`config.mk`:
```
export PLATFORM = sky130hd
export DESIGN_NAME = dlf_cell
export DESIGN_NICKNAME = d
export VERILOG_FILES = /design/src/sv/dlf_pkg.sv /design/src/sv/dlf_cell.sv
export SDC_FILE = /design/constraint.sdc
export NUM_CORES = 2
export LEC_CHECK = 0
export CAP_MARGIN = 20
export CORE_MARGIN = 8
export CORE_UTILIZATION = 47
export DETAILED_ROUTE_END_ITERATION = 16
export DONT_BUFFER_PORTS = 1
export PLACE_DENSITY = 0.67
export SYNTH_ARGS = -nofsm -noshare
export SYNTH_HDL_FRONTEND = slang
export SYNTH_SLANG_ARGS = --single-unit
```
`constraint.sdc`:
```
create_clock -name i_clk -period 5.7 [get_ports i_clk]
set_input_delay 0.57 -clock i_clk [delete_from_list [all_inputs] [get_ports i_clk]]
set_output_delay 0.57 -clock i_clk [all_outputs]
set_load 0.02 [all_outputs]
```
`src/sv/dlf_pkg.sv`:
```
`default_nettype none

package dlf_pkg;

    // Default sizes of the layer.
    localparam int MAX_NEURONS = 16;
    localparam int MAX_INPUTS  = 64;

    // Action codes of an input transaction.
    localparam logic [1:0] ACT_WEIGHT  = 2'd0;
    localparam logic [1:0] ACT_BIAS    = 2'd1;
    localparam logic [1:0] ACT_ELEMENT = 2'd2;

    // Activation modes; the fourth code behaves as linear.
    localparam logic [1:0] MODE_THRESH = 2'd0;
    localparam logic [1:0] MODE_LEAKY  = 2'd1;
    localparam logic [1:0] MODE_LINEAR = 2'd2;

    // Configuration register indexes.
    localparam logic [1:0] CFG_MODE    = 2'd0;
    localparam logic [1:0] CFG_INPUTS  = 2'd1;
    localparam logic [1:0] CFG_NEURONS = 2'd2;

    // Configuration reset values.
    localparam logic [1:0] MODE_RESET    = MODE_LEAKY;
    localparam logic [6:0] INPUTS_RESET  = 7'd64;
    localparam logic [4:0] NEURONS_RESET = 5'd16;

    // Leaky slope is LEAK_NUM / 2^LEAK_SHIFT; 1.0 in Q8.24.
    localparam int          LEAK_NUM   = 41;
    localparam int          LEAK_SHIFT = 12;
    localparam logic [31:0] ONE_Q24    = 32'h0100_0000;

    typedef struct packed {
        logic [1:0]         action;
        logic [3:0]         neuron;
        logic [5:0]         position;
        logic signed [15:0] value;
    } t_in_item;

    typedef struct packed {
        logic [3:0]         neuron_index;
        logic signed [31:0] activation;
        logic               last;
    } t_out_item;

    // Input element travelling along the row of processing elements.
    typedef struct packed {
        logic               vld;
        logic               last;
        logic signed [15:0] x;
    } t_tok;

    // Commands broadcast to every processing element.
    typedef struct packed {
        logic start;
        logic shift;
    } t_pe_ctl;

    // Weight or bias write aimed at one processing element.
    typedef struct packed {
        logic               we_w;
        logic               we_b;
        logic signed [15:0] data;
    } t_pe_wr;

endpackage

`default_nettype wire

```
`src/sv/dlf_cell.sv`:
```
`default_nettype none

module dlf_cell #(
    parameter int MAX_INPUTS = dlf_pkg::MAX_INPUTS
) (
    input  wire                                        i_clk,
    input  wire                                        i_rst_n,
    input  wire dlf_pkg::t_pe_ctl                      i_ctl,
    input  wire dlf_pkg::t_pe_wr                       i_wr,
    input  wire [((MAX_INPUTS > 1) ? $clog2(MAX_INPUTS) : 1)-1:0] i_waddr,
    input  wire dlf_pkg::t_tok                         i_tok,
    input  wire [((MAX_INPUTS > 1) ? $clog2(MAX_INPUTS) : 1)-1:0] i_idx,
    input  wire signed [32+$clog2(MAX_INPUTS)-1:0]     i_acc_nb,
    input  wire signed [15:0]                          i_bsh_nb,
    output dlf_pkg::t_tok                              o_tok,
    output logic [((MAX_INPUTS > 1) ? $clog2(MAX_INPUTS) : 1)-1:0] o_idx,
    output logic signed [32+$clog2(MAX_INPUTS)-1:0]    o_acc,
    output logic signed [15:0]                         o_bsh,
    output logic                                       o_done
);

    localparam int IDX_W = (MAX_INPUTS > 1) ? $clog2(MAX_INPUTS) : 1;
    localparam int ACC_W = 32 + $clog2(MAX_INPUTS);

    logic signed [15:0]      r_wmem [MAX_INPUTS];
    logic signed [15:0]      r_bias;
    logic signed [15:0]      r_bsh;
    logic signed [15:0]      r_w;
    logic                    r_a_vld;
    logic                    r_a_last;
    logic signed [15:0]      r_a_x;
    logic [IDX_W-1:0]        r_a_idx;
    logic signed [31:0]      r_prod;
    logic                    r_b_vld;
    logic                    r_b_last;
    logic signed [ACC_W-1:0] r_acc;
    logic                    r_done;

    // Weight memory: written by load transactions, read as the element passes.
    always_ff @(posedge i_clk) begin
        if (i_wr.we_w) begin
            r_wmem[i_waddr] <= i_wr.data;
        end
        if (i_tok.vld) begin
            r_w <= r_wmem[i_idx];
        end
    end

    // Bias of this neuron.
    always_ff @(posedge i_clk) begin
        if (i_wr.we_b) begin
            r_bias <= i_wr.data;
        end
    end

    // Pipeline valid flags.
    always_ff @(posedge i_clk) begin
        if (!i_rst_n) begin
            r_a_vld <= 1'b0;
            r_b_vld <= 1'b0;
            r_done  <= 1'b0;
        end else begin
            r_a_vld <= i_tok.vld;
            r_b_vld <= r_a_vld;
            r_done  <= r_b_vld & r_b_last;
        end
    end

    // Element hand-off to the neighbor and the registered product.
    always_ff @(posedge i_clk) begin
        r_a_last <= i_tok.last;
        r_a_x    <= i_tok.x;
        r_a_idx  <= i_idx;
        r_prod   <= r_a_x * r_w;
        r_b_last <= r_a_last;
    end

    // Accumulator: cleared at vector start, adds each product, shifted toward the output when draining.
    always_ff @(posedge i_clk) begin
        priority if (i_ctl.start) begin
            r_acc <= '0;
            r_bsh <= r_bias;
        end else if (i_ctl.shift) begin
            r_acc <= i_acc_nb;
            r_bsh <= i_bsh_nb;
        end else if (r_b_vld) begin
            r_acc <= r_acc + ACC_W'(r_prod);
        end
    end

    assign o_tok  = {r_a_vld, r_a_last, r_a_x};
    assign o_idx  = r_a_idx;
    assign o_acc  = r_acc;
    assign o_bsh  = r_bsh;
    assign o_done = r_done;

endmodule

`default_nettype wire

```
# After elaboration in Yosys (flattened, before gate mapping)
# Memories as Yosys holds them, arrays and structs flattened. A register that Yosys moved wholly into a read port is not among the register bits.
# Cells that the tools add are included.
[totals] regBits=129 ram_bits=1024 elab_cells=23 n_memories=1
[mem_list] name="r_wmem" depth=64 word_bits=16 rd=1 rd_clocked_by_memory_dff=1 wr=1 line="dlf_cell.sv:25" rtl="logic signed [15:0] r_wmem [MAX_INPUTS];"
[classes] addsub=1 multipliers=1 n_mux=6 n_bitwise=1 reduce_logical=2
[ops] operator="38-bit 2-to-1 mux" count=2
[ops] operator="38-bit by 32-bit adder with 38-bit output" count=1
[ops] operator="16-bit by 16-bit multiplier with 32-bit output" count=1
[ops] operator="16-bit 2-to-1 mux" count=2
[ops] operator="2-bit nonzero test" count=2
[ops] operator="1-bit 2-to-1 mux" count=2
[ops] operator="1-bit AND" count=1

# Logic depth before layout (Yosys ltp)
[logic_depth] ltp_word=3 mapped_depth=24 ltp_nobuf=23

# Worst setup path after synthesis
# No wires, ideal clock.
[synth_path] path_kind="flip-flop to flip-flop" start="reg r_a_x[15]" end="reg r_prod[31]" setup_time_ns=0.072 t_arrival_ns=5.930 path_slack_ns=-0.302 stages_incl_launch_ff=21 n_path_buf=1 period_less_slack_ns=6.002 path_cell_list="dfxtp_1 -> clkbuf_1 -> nand2_1 -> inv_1 -> fa_1 -> fa_1 -> fa_1 -> fa_1 -> fa_1 -> inv_1 -> fa_1 -> inv_1 -> ha_1 -> and4_1 -> a31oi_1 -> a31oi_1 -> o2111ai_1 -> a31oi_1 -> a21o_1 -> a21oi_1 -> xnor2_1"
[synth_between] elab_chain_len=1
[synth_rtl] item="start, declared" line="dlf_cell.sv:31" rtl="logic signed [15:0] r_a_x;"
[synth_rtl] item="start signal, assigned" line="dlf_cell.sv:72" rtl="r_a_x <= i_tok.x;"
[synth_rtl] item="16-bit by 16-bit multiplier with 32-bit output" line="dlf_cell.sv:74" rtl="r_prod <= r_a_x * r_w;"
[synth_rtl] item="end signal, assigned" line="dlf_cell.sv:74"
[synth_rtl] item="end, declared" line="dlf_cell.sv:33" rtl="logic signed [31:0] r_prod;"
# No other way between the ends.
# A chain may end at the register's enable or synchronous reset.

# Final worst setup path
[layout_path] start="reg r_w[4] (read register of r_wmem)" end="reg r_prod[31]"
[layout_between] elab_chain_len=1
[layout_rtl] item="start, declared" line="dlf_cell.sv:28" rtl="logic signed [15:0] r_w;"
[layout_rtl] item="16-bit by 16-bit multiplier with 32-bit output" line="dlf_cell.sv:74"
# No other way between the ends.

==> out/results.txt <==
Asr flop ratio synth: 0%
Clk pwr share: 19.0%
Cell variety after synth: 67
Die height: 358.9 um
Critical Path AT: 6.34 ns
Worst Setup Start Kind: flop
Synth area leader: edfxtp_1
WL/cell: 25.44 um
Layout net count: 3984
Total grt overflow: 0
Worst-path maximum fanout: 7
Worst slew pin tran: 1.098 ns
Initial antenna violation count: 4
Final min period: 5.781 ns
Mux contribution to synthesized area: 14.18%
Max incr delay on CP: 0.55 ns
I/O Pins: 185
Power per cell area: 625.6 nW/um2
CTS HTree Levels: 3
Final setup violation count: 3
Worst VDD drop: 1359 uV
Die area: 128800 um2
Synth Area in XOR/XNOR: 0.9511%
Top FF cell, synth: edfxtp_1
Ys Warns: 0
Global-route wire length before repair: 195900 um
I/O Buffers: 0
Post-Synth Simple-Gate Area: 4.762%
Share of the synthesized area in the top cell type: 58.26%
Adder-Cell Fraction of Synth Area: 12.22%
Clk slew on worst S/H paths: 0.06 ns
Syn_nets: 3712
Skew-Pair Late Insertion Delay: 0.74 ns
Core outline area: 116400 um2
Fin crit share: 101.4%
Initial Util: 47.48%
Pin count of the biggest net entering global routing: 258
Via density: 5.619
Seq cells post-synth: 1169
R2r setup slk: -0.08 ns
Mean Syn Cell Area: 17.14 um2
Sequential share of the synthesized area: 61.78%
Clock Sinks: 1169
Number of flops mapped to enable cells by yosys: 1072
Post-Place Worst Slack: -0.2532 ns
Failing checks: negative setup slack
Largest family of logic cells by synthesized area: multiplexers
Drt first-iter violations: 2284
Max cap viols: 0
Critical Path End Type: flop
# rows: 125
CTS tree: done
Placer Congestion: 0.8689
Drt pass-1 iters: 6
Final worst setup slack: -0.08110 ns
Reg2Reg Depth: 23
Req. time, crit path: 6.26 ns
Worst hold path type: in -> reg
GRT Resource Usage Total: 19.97%
Synth Area in Compound Gates: 2.905%
Cells after synthesis: 3224
Reg power frac: 25.4%
Status: finished with violations
Share of cells above drive strength 1: 23.76%
Vias in the first global route: 30.59k
Post-synth design cell area: 55250 um2
Power share of the combinational group: 55.6%
CP most frequent cell: fa_1
Worst path cell trace: buf_6, and2_4, fa_1, inv_2, fa_1, fa_1, inv_1, fa_1, fa_1, inv_2, fa_1, inv_2, ha_4, a21o_1, a21oi_2, o211ai_1, a31oi_4, a31oi_4, o2111ai_2, a31oi_2, a21o_1, a21oi_2, xnor2_1
Antenna-violating nets left: 0
Hold Path Stages: 2
Setup TNS: -0.1003 ns
RSZ-0062 raised after global routing: yes
Dpl hpwl: 81080 um
Final Max Tran Viols: 0
FMAX: 0.1730 GHz
LEAKAGE: 22.79 nW
Final wirelength: 130300 um
Max-slew headroom: 26.69%
Vias: 28.79k
Internal power: 25.18 mW
Root cell of the clock tree: clkbuf_16
Clock skew: 0.05761 ns
Maximum root-to-sink buffer count: 3
Area delta synth->final: 15.18%
Drt drc: 0
Crit path kind: reg -> reg
Switching Fraction: 36.74%
Non-Filler Instances: 5123
Critical path's slowest cell: fa_1
Placed cell count: 4809
Largest cells by area after synthesis: edfxtp_1, mux4_2, fa_1
Die width: 358.9 um
CTS Buf Count: 117
Power, Total: 39.81 mW
Sw power: 14.63 mW
Hold Fails Final Rpt: 0
==> cells in the final DEF (no fill, tap or decap), drive strengths merged, types with 4 or more instances in the layout <==
master / count
edfxtp: 1072
mux4: 336
inv: 316
fa: 263
buf: 245
nand2: 177
clkbuf: 146
nor2: 131
and2: 129
ha: 119
dfxtp: 97
a21oi: 90
clkinv: 59
dlygate4sd3: 50
xnor2: 41
a21o: 37
o21ai: 36
nand3: 20
nor3: 20
nor2b: 19
xor2: 19
a221oi: 17
mux2: 16
nand2b: 14
a31oi: 11
nand4: 10
bufinv: 10
a211oi: 9
mux2i: 9
o21a: 7
o211ai: 7
clkinvlp: 6
or3: 5
o31ai: 5
o22ai: 5
nand3b: 4
nor3b: 4
and3: 4
==> area by class of cell <==
type	count	area, um2
multi-input combinational	1597	19720
sequential	1169	34150
fill	9102	52720
timing repair buffer	295	2884
clock buffer	146	3047
antenna	1	2.502
tap	1524	1907
inverter	316	1190
clock inverter	75	743.2
==> path summary, 6_finish.rpt <==
check / endpoint / start
min: o_acc[5] / i_acc_nb[5]
max reg2reg: r_prod[31] / r_w[4]
min reg2reg: r_b_last / r_a_last
max: r_prod[31] / r_w[4]
==> power by group through the flow <==
| stage | Sequential, mW | Combinational [mW] | Clock, mW |
|---|---|---|---|
| floorplan | 10.2 | 12.6 | 0 |
| global placement | 10.3 | 18.6 | 0 |
| detailed placement | 10.3 | 18.8 | 0 |
| CTS | 10.1 | 20.5 | 7.73 |
| global route | 10.1 | 24.7 | 8.02 |
| finish | 10.1 | 22.1 | 7.58 |
==> layer usage <==
| layer | global-route usage, % | up-vias | part of all wire, % |
|---|---|---|---|
| li1 | - | 12625 | - |
| met3 | 3.366 | 222 | 5.7 |
| met1 | 25.24 | 15079 | 40 |
| met5 | 0 | - | 0 |
| met2 | 35.36 | 860 | 52 |
| met4 | 5.912 | 0 | 2.9 |
==> cells in the mapped netlist, types with 19 or more instances <==
master,n
nor2b_1,19
xor2_1,19
a21o_1,37
xnor2_1,41
and2_1,129
nand3_1,20
a21oi_1,89
nand2_1,177
clkbuf_1,105
mux4_2,336
inv_1,315
dfxtp_1,97
ha_1,119
buf_2,25
edfxtp_1,1072
o21ai_0,33
nor3_1,20
fa_1,263
nor2_1,131
==> what timing repair did <==
action,4_1_cts,5_1_grt
endpoints found under the setup margin,10,14
pin swaps,42,36
gates resized for setup,56,38
hold buffers,67,0
cloned,1,0
endpoints found under the hold margin,1134,0
setup buffers,12,11
==> kinds of logic after synthesis <==
logic type | after synthesis
buffers and inverters | 458
adders and majority gates | 382
AOI/OAI and AO/OA | 246
xor gates and xnor gates | 60
and+or+nand+nor | 548
DFF | 1169
muxes | 361
==> sequential cells by signal, indices dropped and copies added (netlist names) <==
| name | flops |
|---|---|
| r_b_last | 1 |
| r_wmem | 1024 |
| r_a_vld | 1 |
| o_bsh | 16 |
| r_w | 16 |
| o_done | 1 |
| o_acc | 38 |
| r_a_x | 16 |
| r_prod | 32 |
| r_bias | 16 |
| r_a_last | 1 |
| o_idx | 6 |
| r_b_vld | 1 |
==> stage by stage <==
stage	area (um2)	hold slack [ns]	util, %
floorplan	55310	0.3319	-
global placement	58300	0.4392	50.10
detailed placement	58310	0.4516	50.11
CTS	63360	0.004097	54.45
global route	63640	0.02013	54.69
finish	63640	0.05443	54.69
==> worst max-delay path, delay by kind of cell (launching register included) <==
| kind | cells | cell delay [ns] |
|---|---|---|
| adder cells (fa/ha/maj) | 7 | 3.23 |
| AO/OA/AOI/OAI | 9 | 1.42 |
| flip-flops | 1 | 0.46 |
| buffers and inverters | 5 | 0.35 |
| AND/OR/NAND/NOR | 1 | 0.13 |
| XOR/XNOR | 1 | 0.08 |
Power figures use the tool's default switching activity.
