--- config.mk ---
export PLATFORM = sky130hd
export DESIGN_NAME = dlf_act
export DESIGN_NICKNAME = d
export VERILOG_FILES = /design/src/sv/dlf_pkg.sv /design/src/sv/dlf_act.sv
export SDC_FILE = /design/constraint.sdc
export NUM_CORES = 1
export LEC_CHECK = 0
export BUFFER_PORTS_ARGS = -buffer_cell sky130_fd_sc_hd__buf_2
export CORE_MARGIN = 3
export CORE_UTILIZATION = 55
export DETAILED_ROUTE_END_ITERATION = 8
export GPL_ROUTABILITY_DRIVEN = 1
export PLACE_DENSITY = 0.79
export SYNTH_ARGS = -nofsm -noshare
export SYNTH_HDL_FRONTEND = slang
export SYNTH_SLANG_ARGS = --single-unit
--- constraint.sdc ---
create_clock -name vclk -period 9.05
set_input_delay 1.81 -clock vclk [all_inputs]
set_output_delay 1.81 -clock vclk [all_outputs]
set_load 0.02 [all_outputs]
--- src/sv/dlf_pkg.sv ---
`default_nettype none

package dlf_pkg;

    // Default sizes of the layer.
    localparam int MAX_NEURONS = 16;
    localparam int MAX_INPUTS  = 64;

    // Action codes of an input transaction.
    localparam logic [1:0] ACT_WEIGHT  = 2'd0;
    localparam logic [1:0] ACT_BIAS    = 2'd1;
    localparam logic [1:0] ACT_ELEMENT = 2'd2;

    // Activation modes; the fourth code behaves as linear.
    localparam logic [1:0] MODE_THRESH = 2'd0;
    localparam logic [1:0] MODE_LEAKY  = 2'd1;
    localparam logic [1:0] MODE_LINEAR = 2'd2;

    // Configuration register indexes.
    localparam logic [1:0] CFG_MODE    = 2'd0;
    localparam logic [1:0] CFG_INPUTS  = 2'd1;
    localparam logic [1:0] CFG_NEURONS = 2'd2;

    // Configuration reset values.
    localparam logic [1:0] MODE_RESET    = MODE_LEAKY;
    localparam logic [6:0] INPUTS_RESET  = 7'd64;
    localparam logic [4:0] NEURONS_RESET = 5'd16;

    // Leaky slope is LEAK_NUM / 2^LEAK_SHIFT; 1.0 in Q8.24.
    localparam int          LEAK_NUM   = 41;
    localparam int          LEAK_SHIFT = 12;
    localparam logic [31:0] ONE_Q24    = 32'h0100_0000;

    typedef struct packed {
        logic [1:0]         action;
        logic [3:0]         neuron;
        logic [5:0]         position;
        logic signed [15:0] value;
    } t_in_item;

    typedef struct packed {
        logic [3:0]         neuron_index;
        logic signed [31:0] activation;
        logic               last;
    } t_out_item;

    // Input element travelling along the row of processing elements.
    typedef struct packed {
        logic               vld;
        logic               last;
        logic signed [15:0] x;
    } t_tok;

    // Commands broadcast to every processing element.
    typedef struct packed {
        logic start;
        logic shift;
    } t_pe_ctl;

    // Weight or bias write aimed at one processing element.
    typedef struct packed {
        logic               we_w;
        logic               we_b;
        logic signed [15:0] data;
    } t_pe_wr;

endpackage

`default_nettype wire

--- src/sv/dlf_act.sv ---
`default_nettype none

module dlf_act #(
    parameter int ACC_W = 32 + $clog2(dlf_pkg::MAX_INPUTS)
) (
    input  wire [1:0]               i_mode,
    input  wire signed [ACC_W-1:0]  i_acc,
    input  wire signed [15:0]       i_bias,
    output logic signed [31:0]      o_act
);

    localparam int SUM_W = ACC_W + 1;
    localparam int LK_W  = SUM_W + 6;
    localparam logic signed [LK_W-1:0] LEAK_K  = LK_W'(dlf_pkg::LEAK_NUM);
    localparam logic signed [LK_W-1:0] RND     = LK_W'((1 << dlf_pkg::LEAK_SHIFT) - 1);
    localparam logic signed [LK_W-1:0] SAT_HI  = LK_W'(32'sh7FFF_FFFF);
    localparam logic signed [LK_W-1:0] SAT_LO  = LK_W'(signed'(32'h8000_0000));

    logic signed [SUM_W-1:0] w_acc;
    logic signed [SUM_W-1:0] w_bq;
    logic signed [SUM_W-1:0] w_sum;
    logic signed [LK_W-1:0]  w_lk;
    logic signed [LK_W-1:0]  w_lq;
    logic signed [LK_W-1:0]  w_pre;

    // Bias moves from Q4.12 to Q8.24 and is added to the dot product.
    assign w_acc = SUM_W'(i_acc);
    assign w_bq  = SUM_W'(i_bias) <<< dlf_pkg::LEAK_SHIFT;
    assign w_sum = w_acc + w_bq;

    // Negative leak: scale by 41/4096, rounding toward zero (input is never positive).
    assign w_lk = LK_W'(w_sum) * LEAK_K;
    assign w_lq = (w_lk + RND) >>> dlf_pkg::LEAK_SHIFT;

    always_comb begin
        w_pre = LK_W'(w_sum);
        if (i_mode == dlf_pkg::MODE_LEAKY && w_sum <= 0) begin
            w_pre = w_lq;
        end
    end

    // Mode select with saturation to 32 bits.
    always_comb begin
        unique case (i_mode)
            dlf_pkg::MODE_THRESH: begin
                o_act = (w_acc > w_bq) ? dlf_pkg::ONE_Q24 : 32'd0;
            end
            default: begin
                priority if (w_pre > SAT_HI) begin
                    o_act = 32'sh7FFF_FFFF;
                end else if (w_pre < SAT_LO) begin
                    o_act = signed'(32'h8000_0000);
                end else begin
                    o_act = 32'(w_pre);
                end
            end
        endcase
    end

endmodule

`default_nettype wire

; ---- Yosys cells after proc, flatten, opt, wreduce, memory -nomap -nowiden
; Cells that the tools add are included.
[totals]
reg_bits = 0
in_bits = 56
output_inout_bits = 32
word_cells = 15
[op_classes]
n_addsub = 2
n_mul = 1
order_cmp = 4
n_eq_ne = 1
mux = 5
n_reduce_logical = 2
[ops]
columns = operator, n
row1 = 32-bit 2-to-1 mux, 3
row2 = "45-bit by 13-bit adder with 45-bit output, second input constant", 1
row3 = "45-bit by 32-bit greater-than comparator with 1-bit output, second input constant", 1
row4 = "45-bit by 32-bit less-than comparator with 1-bit output, second input constant", 1
row5 = "39-bit by 7-bit multiplier with 45-bit output, second input constant", 1
row6 = 45-bit 2-to-1 mux, 1
row7 = 38-bit by 28-bit adder with 39-bit output, 1
row8 = "39-bit by 1-bit less-or-equal comparator with 1-bit output, second input constant", 1
row9 = 38-bit by 28-bit greater-than comparator with 1-bit output, 1
row10 = 25-bit 2-to-1 mux, 1
row11 = "2-bit by 1-bit == test with 1-bit output, second input constant", 1
row12 = 2-bit zero test, 1
row13 = 1-bit logical AND, 1

; ---- Logic depth before layout (Yosys ltp)
; Gate-level depths: netlist (run 1).
[depth]
word_depth = 8
mapped_depth = 28

; ---- Worst setup path before layout (run 1)
; No wires, ideal clock.
[synth_path]
kind = input to output
start = in i_acc[12]
end = out o_act[0]
t_arrival_ns = 7.538
slack_ns = -0.298
path_stages = 26
n_path_buf = 2
path_cell_list = ha_1 -> fa_1 -> nor2b_2 -> o211ai_2 -> a21boi_1 -> mux2i_1 -> a2111o_1 -> ha_1 -> inv_1 -> fa_1 -> inv_1 -> ha_1 -> ha_1 -> buf_2 -> a21oi_1 -> o21ai_0 -> a221o_1 -> a41o_1 -> a221oi_1 -> nand2_1 -> a21oi_2 -> xnor2_2 -> a22oi_2 -> buf_2 -> o22ai_1 -> a21oi_1
[synth_via]
elab_chain_len = 8
elab_cells_between_ends = 11
[synth_lines]
columns = element, line_no
row1 = "start, declared", dlf_act.sv:7  ; input wire signed [ACC_W-1:0] i_acc,
row2 = 38-bit by 28-bit adder with 39-bit output (*), dlf_act.sv:29  ; assign w_sum = w_acc + w_bq;
row3 = 39-bit by 7-bit multiplier with 45-bit output or 39-bit by 1-bit less-or-equal comparator with 1-bit output (tied branches), "dlf_act.sv:32, dlf_act.sv:37"
row4 = 45-bit by 13-bit adder with 45-bit output or 1-bit logical AND (tied branches), "dlf_act.sv:33, dlf_act.sv:37"
row5 = 45-bit 2-to-1 mux (*), dlf_act.sv:37  ; if (i_mode == dlf_pkg::MODE_LEAKY && w_sum <= 0) begin
row6 = 45-bit by 32-bit less-than comparator with 1-bit output, dlf_act.sv:51  ; end else if (w_pre < SAT_LO) begin
row7 = 32-bit 2-to-1 mux, dlf_act.sv:51
row8 = 32-bit 2-to-1 mux (*), dlf_act.sv:49  ; priority if (w_pre > SAT_HI) begin
row9 = 32-bit 2-to-1 mux (*), dlf_act.sv:44  ; unique case (i_mode)
row10 = "end, declared", dlf_act.sv:9  ; output logic signed [31:0] o_act
; Every way passes the cells marked *; elsewhere a longest branch is shown, timed or not.

; ---- Final worst setup path (run 1)
[layout_path]
start = in i_acc[20]
end = out o_act[0]
; The elaborated chain is that of the path after synthesis.

==> reports/summary.json, run 1 <==
{
  "outcome": {
    "status": "finished, violations left",
    "failing_checks": "negative setup slack"
  },
  "logic_synthesis": {
    "syn-num-nets": 1304,
    "synth_area_per_cell_um2": 7.65,
    "synth_top_area_share_pct": 28.7,
    "ys_types": 96,
    "yosysSeqAreaShare_pct": 0,
    "netlist_area_mm2": 0.00790,
    "syn_inst": 1033,
    "number_of_warnings_reported_in_the_yosys_synthesis_log": 0,
    "synthTopCellsByArea": "sky130_fd_sc_hd__ha_1, sky130_fd_sc_hd__fa_1, sky130_fd_sc_hd__a21oi_1, sky130_fd_sc_hd__inv_1, sky130_fd_sc_hd__xnor2_1",
    "post-synth-top-area-cell": "sky130_fd_sc_hd__ha_1"
  },
  "sta": {
    "setup_total_negative_slack_ns": -9.07,
    "final_min_period_over_clock_period_pct": 104,
    "timing.fmax_ghz": 0.107,
    "worst_pin_slew_ns": 1.04,
    "final-hold-violation-count": 0,
    "setup_violations": 31,
    "drv_slew": 0,
    "grt_setup_unrepaired": "yes",
    "finalWorstSetupSlack_ns": -0.339,
    "fin_crit_ns": 9.39,
    "max_slew_headroom_at_the_worst_pin_pct": 30.6
  },
  "pwr": {
    "power.total_uw": 4510,
    "ir_worst_vdd_mv": 0.240,
    "power-per-cell-area_mw_per_mm2": 382,
    "leakage_uw": 0.00569
  },
  "floorplanning": {
    "pin_count": 88,
    "die_w_um": 126,
    "core.rowCount": 43,
    "chipHeight_um": 126,
    "die_area_mm2": 0.0158,
    "floorplan.initialDensity_pct": 56.5,
    "fp.coreArea_mm2": 0.0140
  },
  "worst_setup_path": {
    "worstSetupStartpointType": "primary input",
    "cp_data_arrival_time_ns": 7.58,
    "critPathMaxStageDelay_ns": 0.49,
    "criticalPathCategory": "primary input to output port",
    "crit_slowest_cell": "sky130_fd_sc_hd__fa_1",
    "worst-path-max-fanout": 6,
    "critPathMostFrequentCell": "sky130_fd_sc_hd__buf_4",
    "required_ns": 7.24,
    "worst_setup_path_end_kind": "output port"
  },
  "global_route": {
    "antenna_violations_before_repair": 0,
    "via_count_of_the_first_global_routing_pass": 9743,
    "grt_first_pass_wirelength_um": 48100,
    "grt_max_degree": 32,
    "grt_overflow": 0,
    "global_route.usage.total_pct": 35.8
  },
  "detailed_routing": {
    "wl_um": 32400,
    "via_per_inst": 6.63,
    "num_vias": 10100,
    "drtAntennaViolNets": 0,
    "drt_first_pass_iters": 6,
    "route.detailed.wl_per_inst_um": 21.3,
    "drcViolationCount": 0,
    "drt_iter0_markers": 1494
  },
  "cells_and_area": {
    "layout.core_utilization_pct": 84.5,
    "nClkBuffers": 0,
    "fin_area_mm2": 0.0118,
    "regArea_um2": 0,
    "antennaDiodeCount": 0,
    "flops_and_latches": 0,
    "drive_above_1_share_pct": 42.0,
    "syn_to_final_growth_pct": 49.6,
    "nets": 1614,
    "mostFrequentLayoutCells": "sky130_fd_sc_hd__buf_4, sky130_fd_sc_hd__ha_1, sky130_fd_sc_hd__inv_1",
    "final_common_cell": "sky130_fd_sc_hd__buf_4"
  },
  "cts": {
    "hold_buffers": 0
  },
  "placed_design": {
    "place_congestion": 0.961,
    "hpwlAfterDp_um": 20800,
    "placedInstanceArea_mm2": 0.0102,
    "numPortBuffers": 88,
    "place_ws_ns": -0.450
  },
  "run": {
    "max_cap_violations": 0
  },
  "min_path": {
    "min-delay-path-class": "primary input to output port",
    "holdPathEnd": "o_act[4]",
    "hold_path_depth": 4,
    "worst_hold_startpoint": "i_acc[4]"
  }
}
## report_power, final
part	total [uW]	leakage, uW	internal [uW]	switching [uW]
combinational	4510	0.00569	2160	2350
sequential	0	0	0	0
clock	0	0	0	0
## final cells by class
type,instances,area (um2)
timing repair buffer,349,2630
fill,700,2170
inverter,124,470
tap,180,225
multi-input combinational,868,8490
## cell families after synthesis
kind of cell	Yosys count	share of synthesized area [%]
mux	6	0.776
compound gates	331	28.8
buf+inv	165	8.57
simple gates	249	16.9
fa+ha+maj	215	37.3
xor+xnor	67	7.71
## synth_stat cells, types with 18 or more instances
cell type and instances:
sky130_fd_sc_hd__nand4_1 18, sky130_fd_sc_hd__clkbuf_1 18, sky130_fd_sc_hd__a21o_1 24, sky130_fd_sc_hd__a21oi_1 117, sky130_fd_sc_hd__o22ai_1 25, sky130_fd_sc_hd__fa_1 34
sky130_fd_sc_hd__nand2_1 47, sky130_fd_sc_hd__nor2_1 51, sky130_fd_sc_hd__xnor2_1 43, sky130_fd_sc_hd__nand3_1 22, sky130_fd_sc_hd__xor2_1 21, sky130_fd_sc_hd__inv_1 123
sky130_fd_sc_hd__nor3_1 30, sky130_fd_sc_hd__ha_1 181, sky130_fd_sc_hd__o21ai_0 38
## per-stage QoR
step           cells  hold slack [ns]
2_1_floorplan   1033             3.88
3_5_place_dp    1487             4.17
3_3_place_gp    1487             4.17
5_1_grt         1521             4.17
4_1_cts         1508             4.14
6_report        1521             4.14
## worst max-delay path by stage
stage	start	endpoint	slack, ns	cells after the start
finish	i_acc[20]	o_act[0]	-0.34	30
global route	i_bias[5]	o_act[23]	-0.53	29
CTS	i_bias[0]	o_act[26]	-0.04	26
detailed placement	i_acc[12]	o_act[10]	-0.45	28
global placement	i_acc[12]	o_act[10]	-0.38	27
floorplan	i_acc[12]	o_act[7]	0.02	25
## worst max-delay path, delay by kind of cell
| family | cells | cell delay [ns] |
|---|---|---|
| AOI/OAI and AO/OA | 12 | 1.96 |
| and+or+nand+nor | 2 | 0.52 |
| buffers and inverters | 9 | 1.29 |
| xor gates and xnor gates | 2 | 0.38 |
| adders and majority gates | 5 | 1.62 |
## metal layers
layer	track usage (%)	part of all wire, %
met3	4.62	11
met5	0	0
met1	45.6	36
met2	62.4	46
met4	12.6	6.6
## repair_timing
action,4_1_cts,5_1_grt
setup buffers,19,15
pin swaps,91,34
gates resized for setup,141,88
cloned,2,0
endpoints found under the setup margin,31,32
Note: power is estimated with default switching activity, not from simulation.
==> inputs of run 2 (changes only) <==
==> constraint.sdc (replaced) <==
create_clock -name vclk -period 9.05
set_input_delay 1.81 -clock vclk [all_inputs]
set_output_delay 1.81 -clock vclk [all_outputs]
set_load 0.005 [all_outputs]
==> reports/summary.json, run 2 (same netlist as run 1, synthesis figures left out) <==
{
  "detailed_routing": {
    "wl_um": 36200,
    "route.detailed.wl_per_inst_um": 23.8,
    "via_per_inst": 7.04,
    "drt_iter0_markers": 1651,
    "drcViolationCount": 0,
    "drtAntennaViolNets": 0,
    "drt_first_pass_iters": 9,
    "num_vias": 10700
  },
  "worst_setup_path": {
    "critPathMaxStageDelay_ns": 0.39,
    "worst-path-max-fanout": 7,
    "required_ns": 7.24,
    "criticalPathCategory": "primary input to output port",
    "critPathMostFrequentCell": "sky130_fd_sc_hd__ha_4",
    "cp_data_arrival_time_ns": 7.81,
    "worstSetupStartpointType": "primary input",
    "crit_slowest_cell": "sky130_fd_sc_hd__a211o_1",
    "worst_setup_path_end_kind": "output port"
  },
  "cells_and_area": {
    "drive_above_1_share_pct": 40.3,
    "final_common_cell": "sky130_fd_sc_hd__buf_4",
    "layoutNonFillerInstCount": 1522,
    "syn_to_final_growth_pct": 48.8,
    "regArea_um2": 0,
    "nClkBuffers": 0,
    "layout.core_utilization_pct": 84.0,
    "nets": 1614,
    "flops_and_latches": 0,
    "filler_cell_count": 689,
    "mostFrequentLayoutCells": "sky130_fd_sc_hd__buf_4, sky130_fd_sc_hd__ha_1, sky130_fd_sc_hd__inv_1"
  },
  "sta": {
    "setup_total_negative_slack_ns": -16.21,
    "final-hold-violation-count": 0,
    "worst_pin_slew_ns": 1.27,
    "final_min_period_over_clock_period_pct": 106,
    "fin_crit_ns": 9.62,
    "setup_violations": 32,
    "holdWs_ns": 4.15,
    "timing.fmax_ghz": 0.104,
    "finalWorstSetupSlack_ns": -0.572,
    "max_slew_headroom_at_the_worst_pin_pct": 15.0,
    "drv_slew": 0,
    "grt_setup_unrepaired": "yes"
  },
  "global_route": {
    "grt_overflow": 0,
    "antenna_violations_before_repair": 1,
    "via_count_of_the_first_global_routing_pass": 9468,
    "grt_max_degree": 32,
    "grt_first_pass_wirelength_um": 45900,
    "global_route.usage.total_pct": 34.0
  },
  "floorplanning": {
    "floorplan.initialDensity_pct": 56.5,
    "core.rowCount": 43,
    "die_w_um": 126,
    "pin_count": 88,
    "fp.coreArea_mm2": 0.0140,
    "die_area_mm2": 0.0158,
    "chipHeight_um": 126
  },
  "outcome": {
    "status": "finished, violations left",
    "failing_checks": "negative setup slack"
  },
  "pwr": {
    "power-per-cell-area_mw_per_mm2": 404,
    "power.total_uw": 4740,
    "leakage_uw": 0.00563,
    "ir_worst_vdd_mv": 0.220
  },
  "placed_design": {
    "hpwlAfterDp_um": 20800,
    "numPortBuffers": 88,
    "place_congestion": 0.986,
    "dpl.cell_count": 1491
  },
  "min_path": {
    "worst_hold_startpoint": "i_acc[3]",
    "min-delay-path-class": "primary input to output port",
    "holdPathEnd": "o_act[3]",
    "hold_path_depth": 4
  },
  "run": {
    "max_cap_violations": 0
  }
}
run 2: cell types whose count changed in the layout (fill, tap and decap cells not counted), moves of 4 or more:
cell / previous run / this run
sky130_fd_sc_hd__buf_4: 270 / 244
sky130_fd_sc_hd__a21oi_1: 77 / 97
sky130_fd_sc_hd__o22ai_1: 4 / 15
sky130_fd_sc_hd__buf_6: 18 / 14
sky130_fd_sc_hd__ha_4: 41 / 47
sky130_fd_sc_hd__o22ai_2: 18 / 10
sky130_fd_sc_hd__ha_1: 135 / 130
sky130_fd_sc_hd__buf_2: 55 / 82
sky130_fd_sc_hd__a21oi_2: 39 / 18
sky130_fd_sc_hd__o21ai_1: 11 / 7
run 2: repair_timing:
action / in CTS / in global routing
hold buffers: 0 / 0
setup endpoints to repair: 32 / 32
setup buffers: 18 / 10
gates resized for setup: 100 / 117
gates cloned: 2 / 1
pin swaps: 51 / 48
run 2: final cells by class:
class                           count  area, um2  share of cell area (%)
Antenna cell                        1       2.50                  0.0213
Multi-Input combinational cell    868       8470                    72.1
Tap cell                          180        225                    1.92
Timing Repair Buffer              349       2580                    22.0
Inverter                          124        475                    4.04
run 2: per-stage QoR:
| stage | instance area [um2] | setup WS (ns) |
|---|---|---|
| 2_1_floorplan | 7910 | 0.00855 |
| 3_3_place_gp | 10100 | -0.285 |
| 3_5_place_dp | 10100 | -0.469 |
| 4_1_cts | 11000 | -0.0109 |
| 5_1_grt | 11800 | -0.691 |
| 6_report | 11800 | -0.572 |
run 2: worst max-delay path: cells and delay by family:
| kind | cells | cell delay, ns |
|---|---|---|
| fa+ha+maj | 6 | 1.51 |
| compound gates | 12 | 2.71 |
| buf+inv | 6 | 0.99 |
| simple gates | 3 | 0.33 |
| xor+xnor | 2 | 0.43 |
run 2: how the worst max path moves through the flow:
stage	startpoint	end	slack, ns	depth (start not counted)
after floorplan	i_bias[8]	o_act[7]	0.009	24
after global placement	i_acc[12]	o_act[0]	-0.29	28
after detailed placement	i_acc[12]	o_act[6]	-0.47	27
after CTS	i_acc[13]	o_act[6]	-0.01	31
after global routing	i_bias[11]	o_act[11]	-0.69	29
final	i_acc[12]	o_act[11]	-0.57	29
run 2: power breakdown:
| group | total, uW | internal [uW] | switching [uW] |
|---|---|---|---|
| combinational | 4740 | 2190 | 2550 |
| clock | 0.0000379 | 0.0000379 | 0 |
| sequential | 0 | 0 | 0 |
run 2: layer usage:
layer  GRT usage [%]  part of all wire [%]  vias up
li1                -                     -     4391
met1            43.7                    33     4836
met2            60.5                    44     1062
met3            3.39                    13      428
met4            10.1                   9.6        2
met5               0                 0.055        -
